==> src/rtl/oss_pkg.sv <==
// Package for the on/off segment sequencer.
// Holds item codes, field widths and the table entry type; depends on nothing.
package oss_pkg;

  // Field widths of the item channels.
  localparam int MODE_W   = 2;
  localparam int TIME_W   = 32;
  localparam int SLOT_W   = 4;
  localparam int MIN_W    = 16;
  localparam int ACTION_W = 2;
  localparam int SEGNUM_W = 4;

  // Configuration port widths.
  localparam int CFG_INDEX_W = 2;
  localparam int CFG_DATA_W  = 8;

  // Internal widths: segment index, effective count and pass count.
  localparam int IDX_W   = 5;
  localparam int COUNT_W = 7;
  localparam int PASS_W  = 8;

  // One minute in milliseconds.
  localparam logic [TIME_W-1:0] MS_PER_MINUTE = 32'd60000;

  // Configuration register indexes.
  localparam logic [CFG_INDEX_W-1:0] CFG_SEGMENT_COUNT = 2'd0;
  localparam logic [CFG_INDEX_W-1:0] CFG_REPEAT_ENABLE = 2'd1;
  localparam logic [CFG_INDEX_W-1:0] CFG_REPEAT_LIMIT  = 2'd2;

  // Input item modes.
  typedef enum logic [MODE_W-1:0] {
    MODE_TICK    = 2'd0,
    MODE_RESTART = 2'd1,
    MODE_WRITE   = 2'd2,
    MODE_IGNORE  = 2'd3
  } mode_t;

  // Result actions.
  typedef enum logic [ACTION_W-1:0] {
    ACT_NONE = 2'd0,
    ACT_ON   = 2'd1,
    ACT_OFF  = 2'd2,
    ACT_STOP = 2'd3
  } action_t;

  // One table entry, kept already scaled to milliseconds.
  typedef struct packed {
    logic [TIME_W-1:0] on_ms;
    logic [TIME_W-1:0] off_ms;
  } seg_entry_t;

endpackage

==> src/rtl/oss_if.sv <==
// Channel interfaces of the on/off segment sequencer: command, result, configuration.
// Depends on oss_pkg for the field widths.
interface oss_in_if import oss_pkg::*; ();
  logic              valid;
  logic              ready;
  logic [MODE_W-1:0] mode;
  logic [TIME_W-1:0] now_ms;
  logic [SLOT_W-1:0] slot;
  logic [MIN_W-1:0]  on_minutes;
  logic [MIN_W-1:0]  off_minutes;

  modport source (output valid, mode, now_ms, slot, on_minutes, off_minutes, input ready);
  modport sink (input valid, mode, now_ms, slot, on_minutes, off_minutes, output ready);
endinterface

interface oss_out_if import oss_pkg::*; ();
  logic                valid;
  logic                ready;
  logic [ACTION_W-1:0] action;
  logic [SEGNUM_W-1:0] segment_number;
  logic                running;

  modport source (output valid, action, segment_number, running, input ready);
  modport sink (input valid, action, segment_number, running, output ready);
endinterface

interface oss_cfg_if import oss_pkg::*; ();
  logic                   valid;
  logic                   ready;
  logic [CFG_INDEX_W-1:0] index;
  logic [CFG_DATA_W-1:0]  data;

  modport source (output valid, index, data, input ready);
  modport sink (input valid, index, data, output ready);
endinterface

==> src/rtl/oss_seg_mem.sv <==
// Segment table memory: one write port, one registered read port, write-to-read forwarding.
// Depends on oss_pkg for the entry type.
module oss_seg_mem import oss_pkg::*; #(
  parameter int DEPTH = 16,
  parameter int AW    = 4
) (
  input  logic          clk,
  input  logic          rst,
  input  logic          wr_en,
  input  logic [AW-1:0] wr_addr,
  input  seg_entry_t    wr_data,
  input  logic          rd_en,
  input  logic [AW-1:0] rd_addr,
  output seg_entry_t    rd_data
);

  seg_entry_t mem [DEPTH];
  seg_entry_t rd_q;
  seg_entry_t fwd_data;
  logic       fwd_hit;

  // Storage array with a synchronous read.
  always_ff @(posedge clk) begin
    if (wr_en) begin
      mem[wr_addr] <= wr_data;
    end
    if (rd_en) begin
      rd_q     <= mem[rd_addr];
      fwd_data <= wr_data;
    end
  end

  // A read that collides with a write in the same cycle takes the new entry.
  always_ff @(posedge clk) begin
    if (rst) begin
      fwd_hit <= 1'b0;
    end else if (rd_en) begin
      fwd_hit <= wr_en && (wr_addr == rd_addr);
    end
  end

  assign rd_data = fwd_hit ? fwd_data : rd_q;

endmodule

==> src/rtl/on_off_segment_sequencer.sv <==
// On/off segment sequencer top level.
// A result comes from the step stage: the table is read at the edge that accepts an item, and
// the step is registered into the output register once the step stage advances.
// Throughput: one item per cycle unless the result channel stalls; the table read for the next
// item overlaps the step of the current one, with forwarding from a table write in the same cycle.
// Reset clears the configuration and run state; table entries are undefined until written.
module on_off_segment_sequencer import oss_pkg::*; #(
  parameter int MAX_SEGMENTS = 16
) (
  input logic       clk,
  input logic       rst,
  oss_in_if.sink    cmd,
  oss_out_if.source result,
  oss_cfg_if.sink   cfg
);

  localparam int AW = (MAX_SEGMENTS > 1) ? $clog2(MAX_SEGMENTS) : 1;

  // Configuration registers.
  logic [4:0]        segment_count;
  logic              repeat_enable;
  logic [PASS_W-1:0] repeat_limit;

  // Run state.
  logic              started, started_next;
  logic [IDX_W-1:0]  cur_idx, cur_idx_next;
  logic              in_on, in_on_next;
  logic [TIME_W-1:0] start_ms, start_ms_next;
  logic [PASS_W-1:0] pass_cnt, pass_cnt_next;

  // Step stage registers.
  logic              s1_valid;
  mode_t             s1_mode;
  logic [TIME_W-1:0] s1_now;
  logic [SLOT_W-1:0] s1_slot;
  seg_entry_t        s1_wr_entry;

  // Output register.
  logic                out_valid;
  action_t             out_action;
  logic [SEGNUM_W-1:0] out_seg;
  logic                out_run;

  logic       accept;
  logic       s1_adv;
  seg_entry_t in_entry;
  seg_entry_t entry;
  logic       wr_en;
  logic [7:0] slot8;
  logic [7:0] rd_idx8;
  logic [IDX_W-1:0] rd_idx;
  logic [AW-1:0]    rd_addr;

  logic [COUNT_W-1:0] seg_cnt7;
  logic [COUNT_W-1:0] max7;
  logic [COUNT_W-1:0] count7;
  logic [IDX_W-1:0]   idx_inc;
  logic [PASS_W:0]    pass_inc;
  logic [TIME_W-1:0]  elapsed;
  action_t            act;
  logic               run;
  logic               status_run;

  // Configuration writes; register writes never touch the run state.
  assign cfg.ready = 1'b1;

  always_ff @(posedge clk) begin
    if (rst) begin
      segment_count <= '0;
      repeat_enable <= 1'b0;
      repeat_limit  <= '0;
    end else if (cfg.valid) begin
      unique case (cfg.index)
        CFG_SEGMENT_COUNT: segment_count <= cfg.data[4:0];
        CFG_REPEAT_ENABLE: repeat_enable <= cfg.data[0];
        CFG_REPEAT_LIMIT:  repeat_limit  <= cfg.data;
        default: ;
      endcase
    end
  end

  // Handshakes: the step stage moves when the output register is free or being drained.
  assign s1_adv    = s1_valid && (!out_valid || result.ready);
  assign cmd.ready = !s1_valid || s1_adv;
  assign accept    = cmd.valid && cmd.ready;

  // Durations are scaled to milliseconds on the way in.
  assign in_entry.on_ms  = {16'b0, cmd.on_minutes} * MS_PER_MINUTE;
  assign in_entry.off_ms = {16'b0, cmd.off_minutes} * MS_PER_MINUTE;

  always_ff @(posedge clk) begin
    if (rst) begin
      s1_valid <= 1'b0;
    end else if (cmd.ready) begin
      s1_valid <= cmd.valid;
    end
  end

  always_ff @(posedge clk) begin
    if (accept) begin
      s1_mode     <= mode_t'(cmd.mode);
      s1_now      <= cmd.now_ms;
      s1_slot     <= cmd.slot;
      s1_wr_entry <= in_entry;
    end
  end

  // Table access: write from the step stage, read at the index the step leaves behind.
  assign slot8   = {4'b0, s1_slot};
  assign wr_en   = s1_adv && (s1_mode == MODE_WRITE) && (slot8 < 8'(MAX_SEGMENTS));
  assign rd_idx  = s1_adv ? cur_idx_next : cur_idx;
  assign rd_idx8 = {3'b0, rd_idx};
  assign rd_addr = rd_idx8[AW-1:0];

  oss_seg_mem #(
    .DEPTH (MAX_SEGMENTS),
    .AW    (AW)
  ) u_seg_mem (
    .clk     (clk),
    .rst     (rst),
    .wr_en   (wr_en),
    .wr_addr (slot8[AW-1:0]),
    .wr_data (s1_wr_entry),
    .rd_en   (accept),
    .rd_addr (rd_addr),
    .rd_data (entry)
  );

  // Effective segment count.
  assign seg_cnt7 = {2'b0, segment_count};
  assign max7     = COUNT_W'(MAX_SEGMENTS);
  assign count7   = (seg_cnt7 > max7) ? max7 : seg_cnt7;

  assign idx_inc  = cur_idx + 5'd1;
  assign pass_inc = {1'b0, pass_cnt} + 9'd1;
  assign elapsed  = s1_now - start_ms;

  // Sequencer step for the item in the step stage.
  always_comb begin
    started_next  = started;
    cur_idx_next  = cur_idx;
    in_on_next    = in_on;
    start_ms_next = start_ms;
    pass_cnt_next = pass_cnt;
    act           = ACT_NONE;
    run           = 1'b1;
    case (s1_mode)
      MODE_RESTART: begin
        started_next  = 1'b0;
        cur_idx_next  = '0;
        in_on_next    = 1'b1;
        start_ms_next = s1_now;
        pass_cnt_next = '0;
      end
      MODE_TICK: begin
        if (count7 == '0) begin
          act = ACT_STOP;
          run = 1'b0;
        end else if (!started) begin
          started_next  = 1'b1;
          cur_idx_next  = '0;
          in_on_next    = 1'b1;
          start_ms_next = s1_now;
          pass_cnt_next = '0;
          act           = ACT_ON;
        end else if ({2'b0, cur_idx} >= count7) begin
          act = ACT_STOP;
          run = 1'b0;
        end else if (in_on && (entry.on_ms != '0) && (elapsed >= entry.on_ms)) begin
          in_on_next    = 1'b0;
          start_ms_next = s1_now;
          act           = ACT_OFF;
        end else if (!in_on && (entry.off_ms != '0) && (elapsed >= entry.off_ms)) begin
          // Segment done: advance, and at the end of the table stop or wrap.
          if ({2'b0, idx_inc} >= count7) begin
            if (!repeat_enable ||
                ((repeat_limit != '0) && (pass_inc >= {1'b0, repeat_limit}))) begin
              cur_idx_next = idx_inc;
              act          = ACT_STOP;
            end else begin
              if (repeat_limit != '0) begin
                pass_cnt_next = pass_inc[PASS_W-1:0];
              end
              cur_idx_next  = '0;
              in_on_next    = 1'b1;
              start_ms_next = s1_now;
              act           = ACT_ON;
            end
          end else begin
            cur_idx_next  = idx_inc;
            in_on_next    = 1'b1;
            start_ms_next = s1_now;
            act           = ACT_ON;
          end
        end
      end
      default: ;
    endcase
  end

  // Status after the step; ticks report their own running flag.
  assign status_run = started_next && ({2'b0, cur_idx_next} < count7);

  // Run state update.
  always_ff @(posedge clk) begin
    if (rst) begin
      started  <= 1'b0;
      cur_idx  <= '0;
      in_on    <= 1'b1;
      start_ms <= '0;
      pass_cnt <= '0;
    end else if (s1_adv) begin
      started  <= started_next;
      cur_idx  <= cur_idx_next;
      in_on    <= in_on_next;
      start_ms <= start_ms_next;
      pass_cnt <= pass_cnt_next;
    end
  end

  // Output register.
  always_ff @(posedge clk) begin
    if (rst) begin
      out_valid <= 1'b0;
    end else if (s1_adv) begin
      out_valid <= 1'b1;
    end else if (result.ready) begin
      out_valid <= 1'b0;
    end
  end

  always_ff @(posedge clk) begin
    if (s1_adv) begin
      out_action <= act;
      out_seg    <= status_run ? cur_idx_next[SEGNUM_W-1:0] : '0;
      out_run    <= (s1_mode == MODE_TICK) ? run : status_run;
    end
  end

  assign result.valid          = out_valid;
  assign result.action         = out_action;
  assign result.segment_number = out_seg;
  assign result.running        = out_run;

endmodule
==> src/flat_wrapper.sv <==
// flat-port wrapper written by rule: the top's interface ports become plain ports
module on_off_segment_sequencer_flat import oss_pkg::*;
#(
  parameter int MAX_SEGMENTS = 16
)
  (clk, rst, cmd_valid, cmd_mode, cmd_now_ms, cmd_slot, cmd_on_minutes, cmd_off_minutes, cmd_ready, result_valid, result_action, result_segment_number, result_running, result_ready, cfg_valid, cfg_index, cfg_data, cfg_ready);
  oss_in_if cmd_i ();
  oss_out_if result_i ();
  oss_cfg_if cfg_i ();
  input logic clk;
  input logic rst;
  input wire logic [$bits(cmd_i.valid)-1:0] cmd_valid;
  input wire logic [$bits(cmd_i.mode)-1:0] cmd_mode;
  input wire logic [$bits(cmd_i.now_ms)-1:0] cmd_now_ms;
  input wire logic [$bits(cmd_i.slot)-1:0] cmd_slot;
  input wire logic [$bits(cmd_i.on_minutes)-1:0] cmd_on_minutes;
  input wire logic [$bits(cmd_i.off_minutes)-1:0] cmd_off_minutes;
  output wire logic [$bits(cmd_i.ready)-1:0] cmd_ready;
  output wire logic [$bits(result_i.valid)-1:0] result_valid;
  output wire logic [$bits(result_i.action)-1:0] result_action;
  output wire logic [$bits(result_i.segment_number)-1:0] result_segment_number;
  output wire logic [$bits(result_i.running)-1:0] result_running;
  input wire logic [$bits(result_i.ready)-1:0] result_ready;
  input wire logic [$bits(cfg_i.valid)-1:0] cfg_valid;
  input wire logic [$bits(cfg_i.index)-1:0] cfg_index;
  input wire logic [$bits(cfg_i.data)-1:0] cfg_data;
  output wire logic [$bits(cfg_i.ready)-1:0] cfg_ready;
  assign cmd_i.valid = cmd_valid;
  assign cmd_i.mode = cmd_mode;
  assign cmd_i.now_ms = cmd_now_ms;
  assign cmd_i.slot = cmd_slot;
  assign cmd_i.on_minutes = cmd_on_minutes;
  assign cmd_i.off_minutes = cmd_off_minutes;
  assign cmd_ready = cmd_i.ready;
  assign result_valid = result_i.valid;
  assign result_action = result_i.action;
  assign result_segment_number = result_i.segment_number;
  assign result_running = result_i.running;
  assign result_i.ready = result_ready;
  assign cfg_i.valid = cfg_valid;
  assign cfg_i.index = cfg_index;
  assign cfg_i.data = cfg_data;
  assign cfg_ready = cfg_i.ready;
  on_off_segment_sequencer #(.MAX_SEGMENTS(MAX_SEGMENTS)) u_core (.clk(clk), .rst(rst), .cmd(cmd_i), .result(result_i), .cfg(cfg_i));
endmodule
==> config.mk <==
export PLATFORM = sky130hd
export DESIGN_NAME = on_off_segment_sequencer_flat
export DESIGN_NICKNAME = d
export VERILOG_FILES = /design/src/rtl/oss_pkg.sv /design/src/rtl/oss_if.sv /design/src/rtl/oss_seg_mem.sv /design/src/rtl/on_off_segment_sequencer.sv /design/src/flat_wrapper.sv
export SDC_FILE = /design/constraint.sdc
export NUM_CORES = 2
export LEC_CHECK = 0
export BUFFER_PORTS_ARGS = -buffer_cell sky130_fd_sc_hd__buf_2
export CAP_MARGIN = 5
export CORE_MARGIN = 3
export CORE_UTILIZATION = 25
export CTS_CLUSTER_DIAMETER = 80
export DETAILED_ROUTE_END_ITERATION = 7
export PLACE_DENSITY_LB_ADDON = 0.05
export SETUP_SLACK_MARGIN = 0.05
export SYNTH_ARGS = -nofsm -noshare
export SYNTH_HDL_FRONTEND = slang
export SYNTH_SLANG_ARGS = --single-unit
==> constraint.sdc <==
create_clock -name clk -period 11.7 [get_ports clk]
set_clock_uncertainty 0.15 [all_clocks]
set_input_delay 2.34 -clock clk [delete_from_list [all_inputs] [get_ports clk]]
set_output_delay 2.34 -clock clk [all_outputs]
set_load 0.01 [all_outputs]
* After elaboration in Yosys (flattened, before gate mapping)
Memory sizes are Yosys's and may differ from the RTL's. A register that Yosys moved wholly into a read port is not among the register bits.
Index checks and enable logic that the tools add are counted.
** Storage, ports and cells
- Input port bits :: 85
- Memories :: 1
- Bits in latches :: 0
- Output and inout port bits :: 10
- Register bits :: 281
- Word-level logic and storage cells :: 136
- ROM bits :: 0
- RAM bits :: 864
** Memory list
- u_core.u_seg_mem.mem :: depth 16, bits a word 54, rd ports 1, clocked after Yosys merged registers in 1, write ports 1, line oss_seg_mem.sv:17 : seg_entry_t mem [DEPTH];
** Operators by class
- Equality and inequality tests :: 14
- Order comparisons :: 8
- Shift operators :: 0
- Mux-type cells :: 53
- Divide/modulo/power cells :: 0
- Add/subtract/negate cells :: 3
- $mul :: 2
- Reductions and logical operators :: 31
- Bitwise logic cells :: 0
** Operator list (number)
- $mux 32 :: 7
- $ge 32x32->1 :: 2
- $mux 64 :: 1
- $mux 8 :: 8
- $pmux 32 s2 :: 1
- $reduce_bool 32->1 :: 2
- $mul 16x11->27 const B :: 2
- $mux 5 :: 8
- $sub 32x32->32 :: 1
- $ne 3x3->1 const B :: 6
- $mux 1 :: 16
- $pmux 8 s2 :: 1
- $mux 2 :: 7
- $logic_and 1x1->1 :: 11
- $pmux 5 s2 :: 1
- $add 8x1->9 const B :: 1
- $ge 9x8->1 :: 1
- $reduce_and 9->1 :: 1
- $reduce_bool 8->1 :: 1
- $ge 5x7->1 :: 1
- $logic_not 7->1 :: 1
- $reduce_and 2->1 :: 3
- $reduce_and 6->1 :: 1
- $add 5x1->5 const B :: 1
- other kinds (16) :: 26

* Logic depth before layout (Yosys ltp)
- Depth after elaboration :: 15
- Depth in mapped cells :: 31

* Hierarchy
A second synthesis with hierarchy kept.
** Unflattened totals
- Cells, all modules :: 3668
- Area, all modules :: 59881.2 µm²
** Modules (own cells, without submodules)
- oss_seg_mem :: area each 43609.3 µm², cells each 2075, sequential area each 34613.2 µm², times used 1
- on_off_segment_sequencer :: area each 16271.9 µm², cells each 1593, sequential area each 4234.1 µm², times used 1

* Least setup slack after synthesis
No wires, ideal clock.
- Path type :: in2reg
- Start point :: input result_ready
- End point :: memory u_core.u_seg_mem.mem[0][0] (netlist bit), enable pin
- Stages :: 8
- Data arrival time :: 7.524 ns
- Setup slack :: 3.494 ns
- Setup time :: 0.532 ns
- Buffers on the path :: 2
- Cell sequence :: nor2b_1 > nand2b_1 > clkbuf_1 > inv_1 > clkbuf_1 > nand3_1 > or3_1 > nor3_1
** Between the ends
- Cells in the longest elaborated chain, start to end :: 6
** RTL lines
- from (decl) :: line flat_wrapper.sv:23 : input wire logic [$bits(result_i.ready)-1:0] result_ready;
- $logic_or 1x1->1 :: line on_off_segment_sequencer.sv:83 : assign s1_adv = s1_valid && (!out_valid || result.ready);
- $logic_and 1x1->1 :: line on_off_segment_sequencer.sv:83
- named net u_core.s1_adv :: line on_off_segment_sequencer.sv:45 : logic s1_adv;
- $logic_and 1x1->1 (2 in series) :: line on_off_segment_sequencer.sv:110 : assign wr_en = s1_adv && (s1_mode == MODE_WRITE) && (slot8 < 8'(MAX_SEGMENTS));
- $mux 1 :: line oss_seg_mem.sv:24 : if (wr_en) begin
- $mux 1 (implied by the code) :: line oss_seg_mem.sv:25 : mem[wr_addr] <= wr_data;
- to (decl) :: line oss_seg_mem.sv:17
The timed path passes the listed nets, and every way through them passes these cells.

* Worst setup path in the final report
- Start point :: register u_core.s1_now[2]
- End point :: register u_core.u_seg_mem.rd_q[42] (netlist name)
** Between the ends
- Cells in the longest elaborated chain, start to end :: 10
** RTL lines
- from (decl) :: line on_off_segment_sequencer.sv:34 : logic [TIME_W-1:0] s1_now;
- from (signal assigned) :: line on_off_segment_sequencer.sv:102 : s1_now <= cmd.now_ms;
- $sub 32x32->32 (*) :: line on_off_segment_sequencer.sv:136 : assign elapsed = s1_now - start_ms;
- $ge 32x32->1 :: line on_off_segment_sequencer.sv:173 : end else if (!in_on && (entry.off_ms != '0) && (elapsed >= entry.off_ms)) begin
- $logic_and 1x1->1 :: line on_off_segment_sequencer.sv:173
- $mux 5 :: line on_off_segment_sequencer.sv:173
- $mux 5 (*) :: line on_off_segment_sequencer.sv:169 : end else if (in_on && (entry.on_ms != '0) && (elapsed >= entry.on_ms)) begin
- $mux 5 (*) :: line on_off_segment_sequencer.sv:166 : end else if ({2'b0, cur_idx} >= count7) begin
- $mux 5 (*) :: line on_off_segment_sequencer.sv:159 : end else if (!started) begin
- $mux 5 (*) :: line on_off_segment_sequencer.sv:156 : if (count7 == '0) begin
- $pmux 5 s2 (*) :: line on_off_segment_sequencer.sv:147 : case (s1_mode)
- $mux 4 (*) :: line on_off_segment_sequencer.sv:111 : assign rd_idx = s1_adv ? cur_idx_next : cur_idx;
Every way passes the cells marked *; elsewhere a longest branch is shown, timed or not.
A chain may end at the register's enable or synchronous reset.

==> metrics.md <==
| Metric | Value |
|---|---|
| Status | `finished, final reports clean` |
| Final setup viols | `0` |
| Top_reg_cell synth | `edfxtp_1` |
| Vias per Instance | `4.57` |
| First-pass GRT wire length | `242000 um` |
| Max H-tree Level | `4` |
| Final Critical Period | `8.46 ns` |
| Top Ports | `95` |
| Area growth, synth to finish | `15.4%` |
| Die Y | `472 um` |
| Yosys cell types | `94` |
| Pleak | `24.0 nW` |
| Setup bufs post-CTS | `0` |
| Hold Crit Class | `flop to flop` |
| Hold Violations, Final | `0` |
| Hold_buf cts | `0` |
| Core box area | `215000 um^2` |
| Synth area leaders | `edfxtp_1 (59%), mux2i_1 (11%), ha_1 (6.1%), fa_1 (4.5%), dfxtp_1 (2.4%)` |
| Sw Ratio | `30.1%` |
| Total die area | `223000 um^2` |
| WP data arrival | `8.80 ns` |
| CTS tree | `built` |
| Fillers | `21600` |
| CP required | `12.05 ns` |
| Vias in the first global route | `31900` |
| Hold path startpoint | `u_core.start_ms[25]$_SDFFE_PP0P_` |
| Syn Nets | `4122` |
| Final period util | `72.3%` |
| Total congestion overflow | `0` |
| PortBufs | `93` |
| Worst-case vdd ir drop | `137 uV` |
| Post-CTS resize count | `0` |
| Clock Power Share | `34.6%` |
| Int Pwr | `8.31 mW` |
| DRC viols | `0` |
| Worst Setup Start Kind | `flop` |
| Slew Viols, Final | `0` |
| Top cells by count, synth | `edfxtp_1 (1071), mux2i_1 (579), ha_1 (263)` |
| CP max FO | `32` |
| Psw | `3.58 mW` |
| CTS buffer count | `140` |
| Layout cells sized above 1 | `11.6%` |
| CTS max path bufs | `3` |
| Nature of the critical path endpoint | `flop` |
| RSZ-0062 raised after global routing | `no` |
| Pwr/cell area | `190 nW/um^2` |
| Clock-pin slew on the worst setup and hold paths | `0.06 ns` |
| Final Cell Area | `62600 um^2` |
| WL/cell | `25.2 um` |
| Max-cap violations | `0` |
| CTS sink count | `1135` |
| Dpl cell area | `58300 um^2` |
| Clock latency at the later pin of the worst-skew pair | `0.80 ns` |
| Root Driver | `clkbuf_16` |
| Register area share after synthesis | `61.6%` |
| Total power | `11.9 mW` |
| TritonRoute pass-1 iters | `5` |
| Comb power frac | `18.8%` |
| Initial core utilization | `25.2%` |
| Die width | `472 um` |
| Mapped Area | `54200 um^2` |
| Worst setup startpoint | `u_core.s1_now[2]$_DFFE_PP_` |
| Setup WS post-layout | `3.24 ns` |
| Slew @ Worst Pin | `1.22 ns` |
| Largest net degree at the start of global routing | `124` |
| Rel. slew slack | `18.9%` |
| Pre-CTS setup slack | `3.16 ns` |
| Top-area cell type share of the netlist area | `59.3%` |
| Post-synth EDFFs | `1071` |
| Placement row count | `170` |
| Global placer's final weighted congestion | `0.752` |
| Cell with the most instances after synthesis | `edfxtp_1` |
| GRT Overall Usage | `15.2%` |
| Gate Count Post-Synth | `3651` |
| DRT Wirelength | `170000 um` |
| FMAX | `118 MHz` |
| Worst r2r src | `u_core.s1_now[2]$_DFFE_PP_` |
| Hold-critical path depth | `2` |
| #FFs+latches synth | `1135` |
| DP Wirelength | `103000 um` |
| Slowest-stage cell, CP | `nor3_4` |
| Post-layout util | `29.1%` |
| Top cell type by total area after synthesis | `edfxtp_1` |
| R2R cell count | `27` |
| Mean Syn Cell Area | `14.9 um^2` |
| Via Count | `30900` |
| Max incr delay on CP | `0.83 ns` |
| Critical path type | `flop to flop` |
| Crit-path most repeated cell | `buf_4` |
| Drt initial violations | `2010` |
| Post-synth ARST share | `0%` |
| Nets@finish | `4277` |
| Setup tns final | `0 ns` |
| Yosys warnings | `0` |
| Initial antenna violation count | `5` |
| Antenna-violating nets left | `0` |
| Share of power burned in registers | `46.7%` |
final timing paths:
| path | to | slack, ns |
|---|---|---|
| setup / recovery | u_core.u_seg_mem.rd_q[42]$_DFFE_PP_ | 3.24 |
| setup reg to reg | u_core.u_seg_mem.rd_q[42]$_DFFE_PP_ | 3.24 |
| hold reg to reg | u_core.start_ms[25]$_SDFFE_PP0P_ | 0.34 |
| hold / removal | u_core.start_ms[25]$_SDFFE_PP0P_ | 0.34 |
power groups by stage:
stage	clock [mW]	combinational (mW)	sequential [mW]
floorplan	0	1.48	5.39
global placement	0	2.30	5.65
detailed placement	0	2.28	5.65
CTS	4.27	2.30	5.56
global route	4.42	2.55	5.61
finish	4.11	2.23	5.55
kinds of logic (layout without fill, tap and decap cells):
kind of cell	count (synthesis)	in the layout	share of synthesized area, %
flip-flops	1135	1135	61.6
multiplexers	636	636	11.9
AO/OA/AOI/OAI	596	596	7.52
AND/OR/NAND/NOR	490	490	4.36
adder cells (fa/ha/maj)	386	386	10.6
buffers and inverters	324	586	2.65
XOR/XNOR	83	83	1.34
other	1	5	0.00691
critical path, delay by kind of cell (launching register included):
| kind | cells | cell delay, ns |
|---|---|---|
| buffers and inverters | 3 | 1.22 |
| AND/OR/NAND/NOR | 10 | 2.88 |
| adder cells (fa/ha/maj) | 2 | 0.59 |
| flip-flops | 1 | 0.39 |
| multiplexers | 1 | 0.09 |
| AO/OA/AOI/OAI | 11 | 2.76 |
cells in the final DEF (no fill, tap or decap), types with 15 or more instances in the layout:
cell / n
clkbuf_16: 144
ha_1: 263
inv_1: 173
o22ai_1: 54
nor2b_1: 20
fa_1: 123
dfxtp_1: 63
edfxtp_1: 1071
buf_2: 93
buf_4: 63
nand2_1: 75
nor2_1: 193
a21oi_1: 76
o21ai_0: 101
a21o_1: 31
a211oi_1: 63
xor2_1: 20
nor4_1: 15
mux2_2: 57
nand4_1: 26
o21a_1: 15
clkinv_1: 25
clkbuf_1: 45
xnor2_1: 63
and3_1: 16
nand3_1: 33
nor3_1: 25
a22oi_1: 166
mux2i_1: 579
sequential cells by signal, indices dropped and copies added (netlist names), 2 cells and up:
register                      flops
u_core.u_seg_mem.mem            864
u_core.s1_wr_entry               54
u_core.u_seg_mem.fwd_data        54
u_core.u_seg_mem.rd_q            54
u_core.s1_now                    32
u_core.start_ms                  32
u_core.pass_cnt                   8
u_core.repeat_limit               8
u_core.cur_idx                    5
u_core.segment_count              5
u_core.result.segment_number      4
u_core.s1_slot                    4
u_core.result.action              2
u_core.s1_mode                    2
stage by stage:
step	hold WS (ns)	instances
final	0.344	6755
after detailed placement	0.331	6502
after global placement	0.324	6502
after global routing	0.362	6752
after CTS	0.347	6751
after floorplan	0.305	3651
layer usage:
metal | vias up | track usage [%] | wire (um)
met5 | - | 0 | 0
met4 | 0 | 3.53 | 2920
met3 | 172 | 2.02 | 5230
met2 | 502 | 24.1 | 77500
met1 | 15800 | 21.8 | 84400
li1 | 14400 | - | -
final cells by class:
type / count / area [um^2] / area share [%]
clock buffers: 193 / 3830 / 6.12
well taps: 2838 / 3550 / 5.67
inverters: 175 / 657 / 1.05
flip-flops and latches: 1135 / 33400 / 53.4
multi-input cells: 2192 / 19600 / 31.3
repair buffers: 162 / 1060 / 1.69
clock inverters: 56 / 465 / 0.744
diodes: 4 / 10.0 / 0.0160
Power figures use the tool's default switching activity.
